`src/hdl/fibp_pkg.sv`:
```
`default_nettype none

package fibp_pkg;

    // Input item: one command with its image byte.
    typedef struct packed {
        logic [1:0] command;
        logic [7:0] data_byte;
    } t_in_item;

    // Result item: one per accepted input item.
    typedef struct packed {
        logic [3:0]  kind;
        logic [31:0] block_address;
        logic [31:0] page_base;
        logic [7:0]  staged_byte;
        logic [7:0]  staged_offset;
    } t_out_item;

    typedef enum logic [1:0] {
        CMD_BYTE    = 2'd0,
        CMD_EOF     = 2'd1,
        CMD_RESTART = 2'd2
    } t_cmd;

    typedef enum logic [3:0] {
        KIND_HEADER_BYTE = 4'd0,
        KIND_ADDR_BYTE   = 4'd1,
        KIND_DATA_STAGED = 4'd2,
        KIND_WRITE       = 4'd3,
        KIND_ERASE_WRITE = 4'd4,
        KIND_BAD_HEADER  = 4'd5,
        KIND_MISALIGNED  = 4'd6,
        KIND_RANGE       = 4'd7,
        KIND_EOF_OK      = 4'd8,
        KIND_EOF_BAD     = 4'd9,
        KIND_REFUSED     = 4'd10,
        KIND_RESTARTED   = 4'd11
    } t_kind;

    typedef enum logic [2:0] {
        PH_HEADER = 3'b001,
        PH_BLOCK  = 3'b010,
        PH_ERROR  = 3'b100
    } t_phase;

    typedef struct packed {
        t_phase      phase;
        logic [7:0]  byte_count;
        logic        header_mismatch;
        logic [31:0] assembled_address;
        logic [31:0] last_page;
        logic        last_page_valid;
    } t_state;

    localparam t_state STATE_RESET = '{
        phase:             PH_HEADER,
        byte_count:        8'd0,
        header_mismatch:   1'b0,
        assembled_address: 32'd0,
        last_page:         32'd0,
        last_page_valid:   1'b0
    };

    // Register indexes on the configuration port.
    localparam logic REG_MIN_ADDRESS = 1'b0;
    localparam logic REG_MAX_ADDRESS = 1'b1;

    localparam logic [31:0] ALIGN_MASK     = 32'h0000_007F;
    localparam logic [7:0]  ADDR_PAD_BYTES = 8'd8;

    // Header signature; bytes past the eighth are expected zero.
    localparam logic [7:0] SIGNATURE [16] = '{
        8'h49, 8'h4F, 8'h49, 8'h4F, 8'h01, 8'h00, 8'h00, 8'h00,
        8'h00, 8'h00, 8'h00, 8'h00, 8'h00, 8'h00, 8'h00, 8'h00
    };

endpackage

`default_nettype wire

```
`src/hdl/fibp_step.sv`:
```
`default_nettype none

module fibp_step #(
    parameter int BLOCK_BYTES      = 196,
    parameter int HEADER_BYTES     = 8,
    parameter int PAGE_OFFSET_BITS = 10
) (
    input  wire fibp_pkg::t_state    i_state,
    input  wire fibp_pkg::t_in_item  i_item,
    input  wire logic [31:0]         i_min_address,
    input  wire logic [31:0]         i_max_address,
    output fibp_pkg::t_state         o_state,
    output fibp_pkg::t_out_item      o_result
);
    import fibp_pkg::*;

    localparam logic [31:0] PAGE_MASK =
        ~((32'd1 << PAGE_OFFSET_BITS) - 32'd1);
    localparam logic [7:0] HDR_LEN = 8'(HEADER_BYTES);
    localparam logic [7:0] BLK_LEN = 8'(BLOCK_BYTES);

    logic [7:0]  cnt_inc;
    logic        hdr_bad;
    logic [31:0] addr;
    logic [31:0] page;
    logic [7:0]  data_offset;
    logic        misaligned;
    logic        out_of_range;
    logic        new_page;

    assign cnt_inc      = i_state.byte_count + 8'd1;
    assign hdr_bad      = i_state.header_mismatch |
                          (i_item.data_byte != SIGNATURE[i_state.byte_count[3:0]]);
    assign addr         = i_state.assembled_address;
    assign page         = addr & PAGE_MASK;
    assign data_offset  = i_state.byte_count - ADDR_PAD_BYTES;
    assign misaligned   = (addr & ALIGN_MASK) != 32'd0;
    assign out_of_range = (addr < i_min_address) || (addr >= i_max_address);
    assign new_page     = !i_state.last_page_valid || (page != i_state.last_page);

    always_comb begin
        o_state  = i_state;
        o_result = '0;
        case (i_item.command)
            CMD_BYTE: begin
                case (i_state.phase)
                    PH_HEADER: begin
                        o_state.header_mismatch = hdr_bad;
                        o_state.byte_count      = cnt_inc;
                        o_result.kind           = KIND_HEADER_BYTE;
                        if (cnt_inc >= HDR_LEN) begin
                            o_state.byte_count = 8'd0;
                            if (hdr_bad) begin
                                o_state.phase = PH_ERROR;
                                o_result.kind = KIND_BAD_HEADER;
                            end else begin
                                o_state.phase = PH_BLOCK;
                            end
                        end
                    end
                    PH_BLOCK: begin
                        o_state.byte_count = cnt_inc;
                        if (i_state.byte_count < 8'd4) begin
                            case (i_state.byte_count[1:0])
                                2'd0: o_state.assembled_address =
                                    {24'd0, i_item.data_byte};
                                2'd1: o_state.assembled_address =
                                    {addr[31:16], i_item.data_byte, addr[7:0]};
                                2'd2: o_state.assembled_address =
                                    {addr[31:24], i_item.data_byte, addr[15:0]};
                                default: o_state.assembled_address =
                                    {i_item.data_byte, addr[23:0]};
                            endcase
                        end
                        if (i_state.byte_count < ADDR_PAD_BYTES) begin
                            o_result.kind = KIND_ADDR_BYTE;
                        end else begin
                            o_result.staged_byte   = i_item.data_byte;
                            o_result.staged_offset = data_offset;
                            if (cnt_inc < BLK_LEN) begin
                                o_result.kind = KIND_DATA_STAGED;
                            end else begin
                                // Block complete: check and report.
                                o_state.byte_count     = 8'd0;
                                o_result.block_address = addr;
                                if (misaligned) begin
                                    o_state.phase = PH_ERROR;
                                    o_result.kind = KIND_MISALIGNED;
                                end else if (out_of_range) begin
                                    o_state.phase = PH_ERROR;
                                    o_result.kind = KIND_RANGE;
                                end else begin
                                    o_result.page_base = page;
                                    if (new_page) begin
                                        o_state.last_page       = page;
                                        o_state.last_page_valid = 1'b1;
                                        o_result.kind = KIND_ERASE_WRITE;
                                    end else begin
                                        o_result.kind = KIND_WRITE;
                                    end
                                end
                            end
                        end
                    end
                    default: o_result.kind = KIND_REFUSED;
                endcase
            end
            CMD_EOF: begin
                if (i_state.phase == PH_BLOCK && i_state.byte_count == 8'd0) begin
                    o_result.kind = KIND_EOF_OK;
                end else begin
                    o_result.kind = KIND_EOF_BAD;
                end
            end
            CMD_RESTART: begin
                o_state       = STATE_RESET;
                o_result.kind = KIND_RESTARTED;
            end
            default: o_result.kind = KIND_REFUSED;
        endcase
    end

endmodule

`default_nettype wire

```
`src/hdl/firmware_image_block_parser_top.sv`:
```
`default_nettype none

// Channel   Direction  Handshake                Payload
// input     in         i_in_valid / o_in_ready   i_in_item  (command, data_byte)
// output    out        o_out_valid / i_out_ready o_out_item (kind, addresses, staged)
// config    in         i_cfg_we                 i_cfg_index, i_cfg_data
//
// Every item is decoded combinationally against the parser state, and its
// result lands in the output register at the edge that accepts the item.
// One item per cycle is sustained while results drain; the only limit is the output register.
// An item is taken whenever the output register is empty or being drained,
// so a stalled consumer blocks input only while a result is left waiting.
// Reset is synchronous, active low: parser state back to the header phase,
// min_address to 0, max_address to all ones, output register empty.

module firmware_image_block_parser_top #(
    parameter int BLOCK_BYTES      = 196,
    parameter int HEADER_BYTES     = 8,
    parameter int PAGE_OFFSET_BITS = 10
) (
    input  wire logic                i_clk,
    input  wire logic                i_rst_n,
    input  wire logic                i_in_valid,
    output logic                     o_in_ready,
    input  wire fibp_pkg::t_in_item  i_in_item,
    output logic                     o_out_valid,
    input  wire logic                i_out_ready,
    output fibp_pkg::t_out_item      o_out_item,
    input  wire logic                i_cfg_we,
    input  wire logic                i_cfg_index,
    input  wire logic [31:0]         i_cfg_data
);
    import fibp_pkg::*;

    t_state    r_state;
    t_state    n_state;
    t_out_item n_out_item;
    t_out_item r_out_item;
    logic      r_out_valid;
    logic [31:0] r_min_address;
    logic [31:0] r_max_address;
    logic      in_take;

    // Take an item when the output register is free or drains this cycle.
    assign o_in_ready = !r_out_valid || i_out_ready;
    assign in_take    = i_in_valid && o_in_ready;

    fibp_step #(
        .BLOCK_BYTES      (BLOCK_BYTES),
        .HEADER_BYTES     (HEADER_BYTES),
        .PAGE_OFFSET_BITS (PAGE_OFFSET_BITS)
    ) u_step (
        .i_state       (r_state),
        .i_item        (i_in_item),
        .i_min_address (r_min_address),
        .i_max_address (r_max_address),
        .o_state       (n_state),
        .o_result      (n_out_item)
    );

    // Control state and configuration registers.
    always_ff @(posedge i_clk) begin
        if (!i_rst_n) begin
            r_state       <= STATE_RESET;
            r_out_valid   <= 1'b0;
            r_min_address <= 32'h0000_0000;
            r_max_address <= 32'hFFFF_FFFF;
        end else begin
            if (in_take) begin
                r_state <= n_state;
            end
            // Hold the result until taken; refill on every accepted item.
            if (in_take) begin
                r_out_valid <= 1'b1;
            end else if (i_out_ready) begin
                r_out_valid <= 1'b0;
            end
            if (i_cfg_we) begin
                case (i_cfg_index)
                    REG_MIN_ADDRESS: r_min_address <= i_cfg_data;
                    REG_MAX_ADDRESS: r_max_address <= i_cfg_data;
                    default: ;
                endcase
            end
        end
    end

    // Result payload: no reset needed, qualified by r_out_valid.
    always_ff @(posedge i_clk) begin
        if (in_take) begin
            r_out_item <= n_out_item;
        end
    end

    assign o_out_valid = r_out_valid;
    assign o_out_item  = r_out_item;

endmodule

`default_nettype wire

```
`config.mk`:
```
export PLATFORM = sky130hd
export DESIGN_NAME = firmware_image_block_parser_top
export DESIGN_NICKNAME = d
export VERILOG_FILES = /design/src/hdl/fibp_pkg.sv /design/src/hdl/fibp_step.sv /design/src/hdl/firmware_image_block_parser_top.sv
export SDC_FILE = /design/constraint.sdc
export NUM_CORES = 1
export LEC_CHECK = 0
export ABC_AREA = 1
export BUFFER_PORTS_ARGS = -buffer_cell sky130_fd_sc_hd__buf_4
export CORE_ASPECT_RATIO = 1.4
export CORE_MARGIN = 2
export CORE_UTILIZATION = 60
export DETAILED_ROUTE_END_ITERATION = 10
export PLACE_DENSITY = 0.81
export SKIP_CTS_REPAIR_TIMING = 1
export SLEW_MARGIN = 10
export SYNTH_ARGS = -nofsm -noshare
export SYNTH_HDL_FRONTEND = slang
export SYNTH_HIERARCHICAL = 1
export SYNTH_SLANG_ARGS = --single-unit
```
`constraint.sdc`:
```
create_clock -name i_clk -period 3.75 [get_ports i_clk]
set_input_delay 0.75 -clock i_clk [delete_from_list [all_inputs] [get_ports i_clk]]
set_output_delay 0.75 -clock i_clk [all_outputs]
set_load 0.05 [all_outputs]
```
==> results of run 1 <==
-- Yosys cell counts, drive strengths merged --
cell type	n	area share, %
o32ai	1	0.067
o2111ai	8	0.54
nand2	395	12
dfxtp	142	22
or2	1	0.048
o21a	2	0.12
nor2	226	6.7
o22ai	20	0.96
a41oi	1	0.067
clkinv	1	0.029
nor3	22	0.92
buf	79	4.5
ha	73	7.0
nand4	13	0.74
xor2	14	0.94
a22oi	10	0.58
edfxtp	84	19
xnor2	2	0.13
a21oi	128	5.0
o21ai	63	2.4
a21boi	9	0.52
inv	269	7.8
a211oi	1	0.058
clkbuf	24	0.69
a21o	1	0.058
conb	1	0.029
nor3b	2	0.12
nand3	147	5.8
o221ai	5	0.34
nor4	22	1.1
-- where the power goes --
part           total, W  internal (W)  switching, W
Combinational   0.00125      0.000410      0.000835
Clock           0.00247       0.00149      0.000982
Sequential      0.00283       0.00270      0.000129
Total           0.00654       0.00459       0.00195
-- state kept, by name, indices dropped and copies added, names as in the netlist --
signal / cells
r_min_address: 32
o_out_valid: 1
o_out_item: 84
r_max_address: 32
r_state: 77
-- logic make-up (layout without fill, tap and decap cells) --
| kind of cell | count (synthesis) | after routing | share of synthesized area, % |
|---|---|---|---|
| xor+xnor | 16 | 16 | 1.08 |
| flops | 226 | 226 | 41.3 |
| compound gates | 249 | 249 | 10.7 |
| simple gates | 828 | 828 | 27.0 |
| fa+ha+maj | 73 | 73 | 7.03 |
| other cells | 1 | 10 | 0.0289 |
| buf+inv | 373 | 471 | 12.9 |
-- routing by layer --
layer | vias to the layer above | share of wire, % | GRT usage [%] | wire length [um]
met2 | 508 | 50 | 54.0 | 17600
met3 | 131 | 7.3 | 4.77 | 2580
met4 | 0 | 5.7 | 15.9 | 2010
li1 | 5859 | - | - | -
met1 | 5514 | 37 | 34.9 | 13200
met5 | - | 0 | 0 | 0
-- tightest hold or removal path: stages --
cell and delay [ps]:
buf_4 80, nand2_1 40, nand3_1 50
-- final timing paths --
path,endpoint,cells after the start,slack (ps)
hold / removal,r_max_address[11],3,430
setup reg to reg,o_out_item[41],12,610
setup / recovery,o_out_item[41],12,610
hold reg to reg,r_max_address[2],2,470
-- per-stage QoR --
| step | worst slack, ps | total power [W] | cells | hold slack [ps] |
|---|---|---|---|---|
| final | 613 | 0.00654 | 2133 | 433 |
| after global routing | 459 | 0.00681 | 2133 | 432 |
| after CTS | 703 | 0.00655 | 2133 | 423 |
| after detailed placement | 733 | 0.00410 | 2091 | 457 |
| after global placement | 740 | 0.00406 | 2091 | 455 |
| after floorplan | 571 | 0.00375 | 1775 | 442 |
-- final cells by class --
type	instances	area share, %
Tap cell	260	2.21
Clock inverter	13	1.19
Timing Repair Buffer	159	8.28
Sequential cell	226	36.4
Inverter	270	6.88
Clock buffer	29	4.33
Multi-Input combinational cell	1176	40.7
==> out/results.tsv, run 1 <==
stage	metric	value	unit
run_status	status	finished, final reports clean	
critical_path	critical path class	reg2reg	
place	gp weighted congestion	1.02	
cts	Max clock buf depth	3	
synthesis	#FFs+latches synth	226	
final_layout	FILL cells	1747	
critical_path	reg2reg start	r_state[66]	
job	Max-cap violations	0	
floorplanning	die area	0.0229	sq mm
timing	RSZ-0062 raised after global routing	false	
synthesis	Seq/Total Area, Yosys	41.3	%
critical_path	CP arrival	3450	ps
critical_path	Setup crit start	r_state[66]	
global_route	grt total ovfl	0	
floorplanning	row cnt	63	
floorplanning	Starting Density	61.3	%
critical_path	Critical-path top delay cell	dfxtp_1	
critical_path	CP delay by family, top	simple AND/OR/NAND/NOR gates	
global_route	vias in the first global route	11200	
critical_path	CP Launch Type	flop	
route	via/cell ratio	5.63	
final_layout	Design Area, Final	0.0147	sq mm
final_layout	commonest non-fill, non-tap cells in the layout	nand2_1 (390), inv_1 (260), nor2_1 (222)	
timing	Hold Violations, Final	0	
place	DP Area	0.0139	sq mm
global_route	global-route wire length before repair	55600	um
cts	CTS sink count	226	
final_layout	FF+latch area	0.00537	sq mm
synthesis	synth warn	6	
place	port bufs	133	
timing	final setup skew	13.6	ps
timing	post-route clock period utilization	83.7	%
min_path	hold path start	i_cfg_data[11]	
place	dpl hpwl	25000	um
final_layout	multi-input logic area	0.00599	sq mm
timing	final setup vio count	0	
critical_path	most frequent CP cell	nand2_1	
synthesis	synthesized instance count	1766	
floorplanning	Die H	178	um
critical_path	critical path required time	4060	ps
critical_path	critical-path maximum fanout	23	
global_route	GRT Overall Usage	30.4	%
final_layout	n_diodes	0	
cts	clock latency on the worst-skew pair	520	ps
floorplanning	IO Pins	134	
cts	Inserted Clock Buffers	23	
cts	Reg clk slew, reported paths	60	ps
timing	setup tns final	0	ps
timing	fin crit period	3140	ps
timing	Slew Viols, Final	0	
critical_path	crit path cell chain	ha_1 -> nand3_2 -> nor2_2 -> nand2_1 -> nand2_1 -> nand2_1 -> nor2_4 -> nand2_1 -> buf_4 -> inv_2 -> nand2_1 -> nor4_1	
final_layout	commonest non-fill, non-tap cell in the layout	nand2_1	
route	1st-pass router iterations	5	
global_route	initial antenna violation count	0	
floorplanning	Die W	128	um
timing	worst-margin pin slew	1040	ps
synthesis	Netlist cell types	46	
timing	Slew HR	30.9	%
cts	CTS tree	built	
floorplanning	Placeable Area	0.0212	sq mm
route	DRT Wirelength	35400	um
route	ANT nets after route	0	
route	DR DRC count	0	
min_path	HP Class	in2reg	
route	Initial DRC Count	1022	
final_layout	Nets	1977	
final_layout	share of layout cells above drive strength 1	11.7	%
cts	Root Buffer	clkbuf_16	
timing	Max Clk Rate	319	MHz
power_and_ir_drop	leakage power	7.20	nW
power_and_ir_drop	power per cell area	444	mW/mm^2
critical_path	Crit path largest cell delay	520	ps
global_route	largest net degree at the start of global routing	90	
final_layout	P&R area growth vs syn	13.3	%
critical_path	Critical Path End Type	flop	
route	Avg WL per Cell	16.6	um
cts	CTS H-Tree Depth	1	
critical_path	CP Buf/Inv Count	2	
route	vias	12000	
synthesis	Synth Cell Area	0.0130	sq mm
power_and_ir_drop	Peak supply drop	404	uV
final_layout	Core Util, Final	69.5	%
synthesis	Mapped Avg Cell Area	7.36	sq um
No activity file was read; power rests on OpenSTA's default activity.
==> run 2, diff against run 1 <==
CORE_UTILIZATION = 54   (was 60)
PLACE_DENSITY = 0.77   (was 0.81)
clock period = 2.7 ns   (was 3.75 ns; I/O delays follow)
==> out/results.tsv, run 2 (same netlist as run 1, synthesis figures left out) <==
stage	metric	value	unit
run_status	status	finished, final reports clean	
floorplanning	row cnt	67	
timing	Max Clk Rate	404	MHz
floorplanning	Placeable Area	0.0238	sq mm
timing	post-route clock period utilization	91.7	%
critical_path	critical path required time	3120	ps
route	vias	11700	
floorplanning	die area	0.0253	sq mm
route	Avg WL per Cell	14.8	um
final_layout	commonest non-fill, non-tap cells in the layout	nand2_1 (390), inv_1 (260), nor2_1 (222)	
critical_path	CP delay by family, top	simple AND/OR/NAND/NOR gates	
cts	clock latency on the worst-skew pair	520	ps
final_layout	commonest non-fill, non-tap cell in the layout	nand2_1	
global_route	GRT Overall Usage	25.6	%
power_and_ir_drop	leakage power	7.31	nW
global_route	global-route wire length before repair	53300	um
min_path	HP Class	in2reg	
timing	fin crit period	2480	ps
route	1st-pass router iterations	7	
timing	final setup vio count	0	
cts	CTS H-Tree Depth	1	
power_and_ir_drop	power per cell area	583	mW/mm^2
place	Placed Cells	2173	
route	via/cell ratio	5.31	
final_layout	P&R area growth vs syn	15.2	%
route	DRT Wirelength	32800	um
critical_path	Crit path largest cell delay	350	ps
floorplanning	Starting Density	54.6	%
critical_path	critical-path maximum fanout	26	
critical_path	CP Launch Type	flop	
critical_path	CP arrival	2890	ps
job	Max-cap violations	0	
cts	CTS tree	built	
final_layout	Largest register FFs	84	
route	Initial DRC Count	817	
cts	Inserted Clock Buffers	22	
global_route	largest net degree at the start of global routing	156	
final_layout	n_diodes	0	
final_layout	share of layout cells above drive strength 1	13.4	%
global_route	grt total ovfl	0	
route	DR DRC count	0	
floorplanning	Die W	135	um
route	ANT nets after route	0	
global_route	initial antenna violation count	0	
timing	final setup skew	16.1	ps
final_layout	FILL cells	2185	
cts	CTS sink count	226	
timing	worst-margin pin slew	1010	ps
floorplanning	IO Pins	134	
timing	Slew HR	32.9	%
cts	Root Buffer	clkbuf_16	
critical_path	crit path cell chain	ha_1 -> nand2_1 -> inv_1 -> nand2_1 -> nand2_1 -> nand2_1 -> nand3_1 -> nand2_1 -> nand2_1 -> a21oi_2 -> buf_4 -> nand4_4 -> nand2_8 -> nand2_1 -> nand2_1 -> nand2_1 -> inv_1 -> nand3_1 -> nand2_1 -> nor2_1	
final_layout	Design Area, Final	0.0150	sq mm
final_layout	Finished Layout Cells	2213	
timing	Slew Viols, Final	0	
timing	RSZ-0062 raised after global routing	true	
global_route	vias in the first global route	10900	
place	DP Area	0.0142	sq mm
cts	Reg clk slew, reported paths	70	ps
cts	Max clock buf depth	3	
place	dpl hpwl	23300	um
final_layout	Nets	2008	
critical_path	Critical Path End Type	flop	
critical_path	Critical-path top delay cell	dfxtp_1	
floorplanning	Die H	188	um
place	gp weighted congestion	0.952	
timing	Hold Violations, Final	0	
critical_path	most frequent CP cell	nand2_1	
critical_path	CP Buf/Inv Count	3	
power_and_ir_drop	Peak supply drop	479	uV
critical_path	critical path class	reg2reg	
place	port bufs	133	
==> run 2: path summary, 6_finish.rpt <==
path,end,slack (ps),start,cells after the start
max,r_state[32],220,r_state[36],20
min,r_max_address[26],210,i_cfg_data[26],3
max reg2reg,r_state[32],220,r_state[36],20
min reg2reg,r_max_address[7],470,r_max_address[7],2
==> run 2: metrics by stage <==
stage	hold WS (ps)	setup TNS (ps)	power, W	util [%]	setup slack [ps]
after global routing	224	-16.0	0.00914	62.9	-9.07
after detailed placement	457	0	0.00572	59.8	62.6
final	212	0	0.00873	62.9	224
after CTS	205	0	0.00876	62.8	63.8
after global placement	454	0	0.00568	59.8	125
after floorplan	442	0	0.00521	-	37.8
==> run 2: metal layers <==
metal  GRT usage, %  vias to the layer above  wire length (um)
met1           33.0                     5317             13800
met2           43.3                      419             15600
li1               -                     5925                 -
met4           11.6                        0              1520
met3           2.73                       81              1880
met5              0                        -                 0
==> run 2: power by group <==
| group | internal (W) | switching [W] | total (W) |
|---|---|---|---|
| combinational | 0.000609 | 0.00117 | 0.00178 |
| sequential | 0.00375 | 0.000138 | 0.00389 |
| clock | 0.00169 | 0.00137 | 0.00306 |
| total | 0.00605 | 0.00268 | 0.00873 |
==> run 2: worst min-delay path: cells and delay by family <==
kind,cells,cell delay [ps]
simple gates,2,90
buf+inv,1,80
==> run 2: area by class of cell <==
class	instances	area [sq um]	area share, %
clock buffer	26	597	3.99
sequential	226	5370	35.9
inverter	270	1020	6.79
tap	310	388	2.59
multi-input combinational	1176	6010	40.1
clock inverter	14	109	0.727
timing repair buffer	191	1490	9.94
==> run 3, diff against run 2 <==
ABC_AREA = unset   (was 1)
==> out/results.tsv, run 3 <==
stage	metric	value	unit
run_status	status	finished, violations left	
run_status	failing checks	negative setup slack	
timing	Hold Violations, Final	0	
critical_path	CP Launch Type	flop	
job	Max-cap violations	0	
synthesis	count of flip-flops with a built-in enable after synthesis	84	
global_route	grt total ovfl	0	
synthesis	Synth Cell Area	0.0124	sq mm
floorplanning	Starting Density	55.0	%
cts	Root Buffer	clkbuf_16	
cts	Max clock buf depth	3	
synthesis	Mapped Avg Cell Area	8.83	sq um
floorplanning	IO Pins	134	
synthesis	top_reg_cell synth	dfxtp_1	
timing	setup tns final	-3650	ps
cts	clock latency on the worst-skew pair	520	ps
timing	final setup skew	13.2	ps
route	vias	10800	
synthesis	largest cells by area after synthesis	dfxtp_1 (23%), edfxtp_1 (20%), nand2_1 (12%), ha_1 (7.3%), mux2i_1 (6.4%)	
route	via/cell ratio	5.69	
final_layout	commonest non-fill, non-tap cell in the layout	nand2_1	
place	dpl hpwl	22700	um
cts	CTS sink count	226	
synthesis	most common cell in the netlist	nand2_1	
critical_path	CP Buf/Inv Count	2	
cts	Reg clk slew, reported paths	70	ps
critical_path	most frequent CP cell	o211ai_1	
synthesis	synthesized instance count	1410	
timing	final setup vio count	34	
cts	CTS tree	built	
final_layout	Design Area, Final	0.0156	sq mm
synthesis	Seq/Total Area, Yosys	43.1	%
route	DRT Wirelength	33600	um
timing	Slew HR	62.5	%
critical_path	Critical Path End Type	flop	
timing	Slew Viols, Final	0	
synthesis	Yosys top cell area share	22.8	%
place	gp weighted congestion	0.909	
global_route	global-route wire length before repair	52400	um
final_layout	commonest non-fill, non-tap cells in the layout	nand2_1 (392), buf_4 (220), dfxtp_1 (116)	
global_route	initial antenna violation count	0	
synthesis	cell accounting for the most synthesized area	dfxtp_1	
synthesis	synth warn	6	
floorplanning	Placeable Area	0.0226	sq mm
synthesis	#FFs+latches synth	226	
cts	Inserted Clock Buffers	22	
final_layout	P&R area growth vs syn	25.0	%
final_layout	share of layout cells above drive strength 1	23.2	%
timing	Max Clk Rate	345	MHz
final_layout	Largest register FFs	84	
place	Setup WS pre-CTS	-189	ps
critical_path	CP arrival	3340	ps
critical_path	critical path required time	3140	ps
synthesis	Synth top cells by count	nand2_1 (392), dfxtp_1 (142), edfxtp_1 (84)	
power_and_ir_drop	power per cell area	511	mW/mm^2
critical_path	Critical-path top delay cell	or4_4	
critical_path	Crit path largest cell delay	500	ps
route	Avg WL per Cell	17.7	um
final_layout	FILL cells	1799	
floorplanning	row cnt	65	
power_and_ir_drop	Peak supply drop	421	uV
route	Initial DRC Count	866	
global_route	GRT Overall Usage	26.5	%
timing	final worst setup slack	-200	ps
timing	RSZ-0062 raised after global routing	true	
critical_path	critical path class	reg2reg	
floorplanning	Die H	184	um
cts	CTS H-Tree Depth	1	
global_route	vias in the first global route	10400	
route	DR DRC count	0	
place	DP Area	0.0143	sq mm
floorplanning	Die W	132	um
timing	fin crit period	2900	ps
route	ANT nets after route	0	
synthesis	Netlist cell types	65	
global_route	largest net degree at the start of global routing	79	
critical_path	CP delay by family, top	simple AND/OR/NAND/NOR gates	
final_layout	Nets	1700	
timing	worst-margin pin slew	561	ps
power_and_ir_drop	leakage power	6.87	nW
route	1st-pass router iterations	5	
floorplanning	die area	0.0243	sq mm
critical_path	critical-path maximum fanout	6	
critical_path	crit path cell chain	ha_1 -> nand4_1 -> nor3_1 -> a221oi_2 -> o21a_1 -> o211ai_1 -> buf_4 -> buf_8 -> or4_4 -> o211ai_1 -> nand2_1 -> mux2i_1	
final_layout	n_diodes	0	
place	port bufs	133	
timing	post-route clock period utilization	107	%
min_path	HP Class	in2reg	
synthesis	Async S/R FF share, synth	0	%
==> run 3: kinds of logic (layout without fill, tap and decap cells) <==
family,Yosys count,in the layout,synth area share [%]
AND/OR/NAND/NOR,624,624,23.2
flip-flops,226,226,43.1
AO/OA/AOI/OAI,201,201,11.6
buffers and inverters,177,353,6.22
multiplexers,80,80,6.43
adder cells (fa/ha/maj),73,73,7.34
XOR/XNOR,28,28,2.03
other,1,10,0.0301
==> run 3: area by class of cell <==
| type | count | area (sq um) | share of cell area [%] |
|---|---|---|---|
| Inverter | 73 | 274 | 1.76 |
| Multi-Input combinational cell | 1016 | 6730 | 43.2 |
| Clock buffer | 33 | 673 | 4.33 |
| Tap cell | 301 | 377 | 2.42 |
| Clock inverter | 7 | 88.8 | 0.571 |
| Sequential cell | 226 | 5410 | 34.8 |
| Timing Repair Buffer | 240 | 2010 | 12.9 |
==> run 3: worst reg2reg max path: stages (launching register included) <==
cell	delay [ps]
dfxtp_1	350
ha_1	350
nand4_1	190
nor3_1	90
a221oi_2	230
o21a_1	240
o211ai_1	210
buf_4	220
buf_8	130
or4_4	500
o211ai_1	110
nand2_1	80
mux2i_1	140
==> run 3: worst paths after layout <==
kind,to,cells after the start,from,slack [ps]
max,r_state[31],12,r_state[64],-200
min,r_max_address[30],3,i_cfg_data[30],240
max reg2reg,r_state[31],12,r_state[64],-200
min reg2reg,r_max_address[25],2,r_max_address[25],460
==> run 3: per-stage QoR <==
| step | hold slack (ps) | util (%) | power [W] | std cells |
|---|---|---|---|---|
| floorplan | 431 | - | 0.00441 | 1419 |
| global placement | 449 | 63.2 | 0.00471 | 1847 |
| detailed placement | 455 | 63.2 | 0.00472 | 1847 |
| CTS | 233 | 66.6 | 0.00792 | 1887 |
| global route | 247 | 68.8 | 0.00819 | 1896 |
| finish | 242 | 68.8 | 0.00794 | 1896 |
==> run 3: routing by layer <==
metal  track usage (%)  part of all wire (%)
met5                 0                     0
met1              32.5                    39
met3              3.12                   6.2
met4              12.9                   4.7
met2              46.3                    50
==> run 3: power by group <==
group / internal [W] / total (W) / switching [W]
sequential: 0.00365 / 0.00371 / 0.0000529
combinational: 0.000342 / 0.00100 / 0.000661
clock: 0.00192 / 0.00323 / 0.00132
total: 0.00591 / 0.00794 / 0.00203
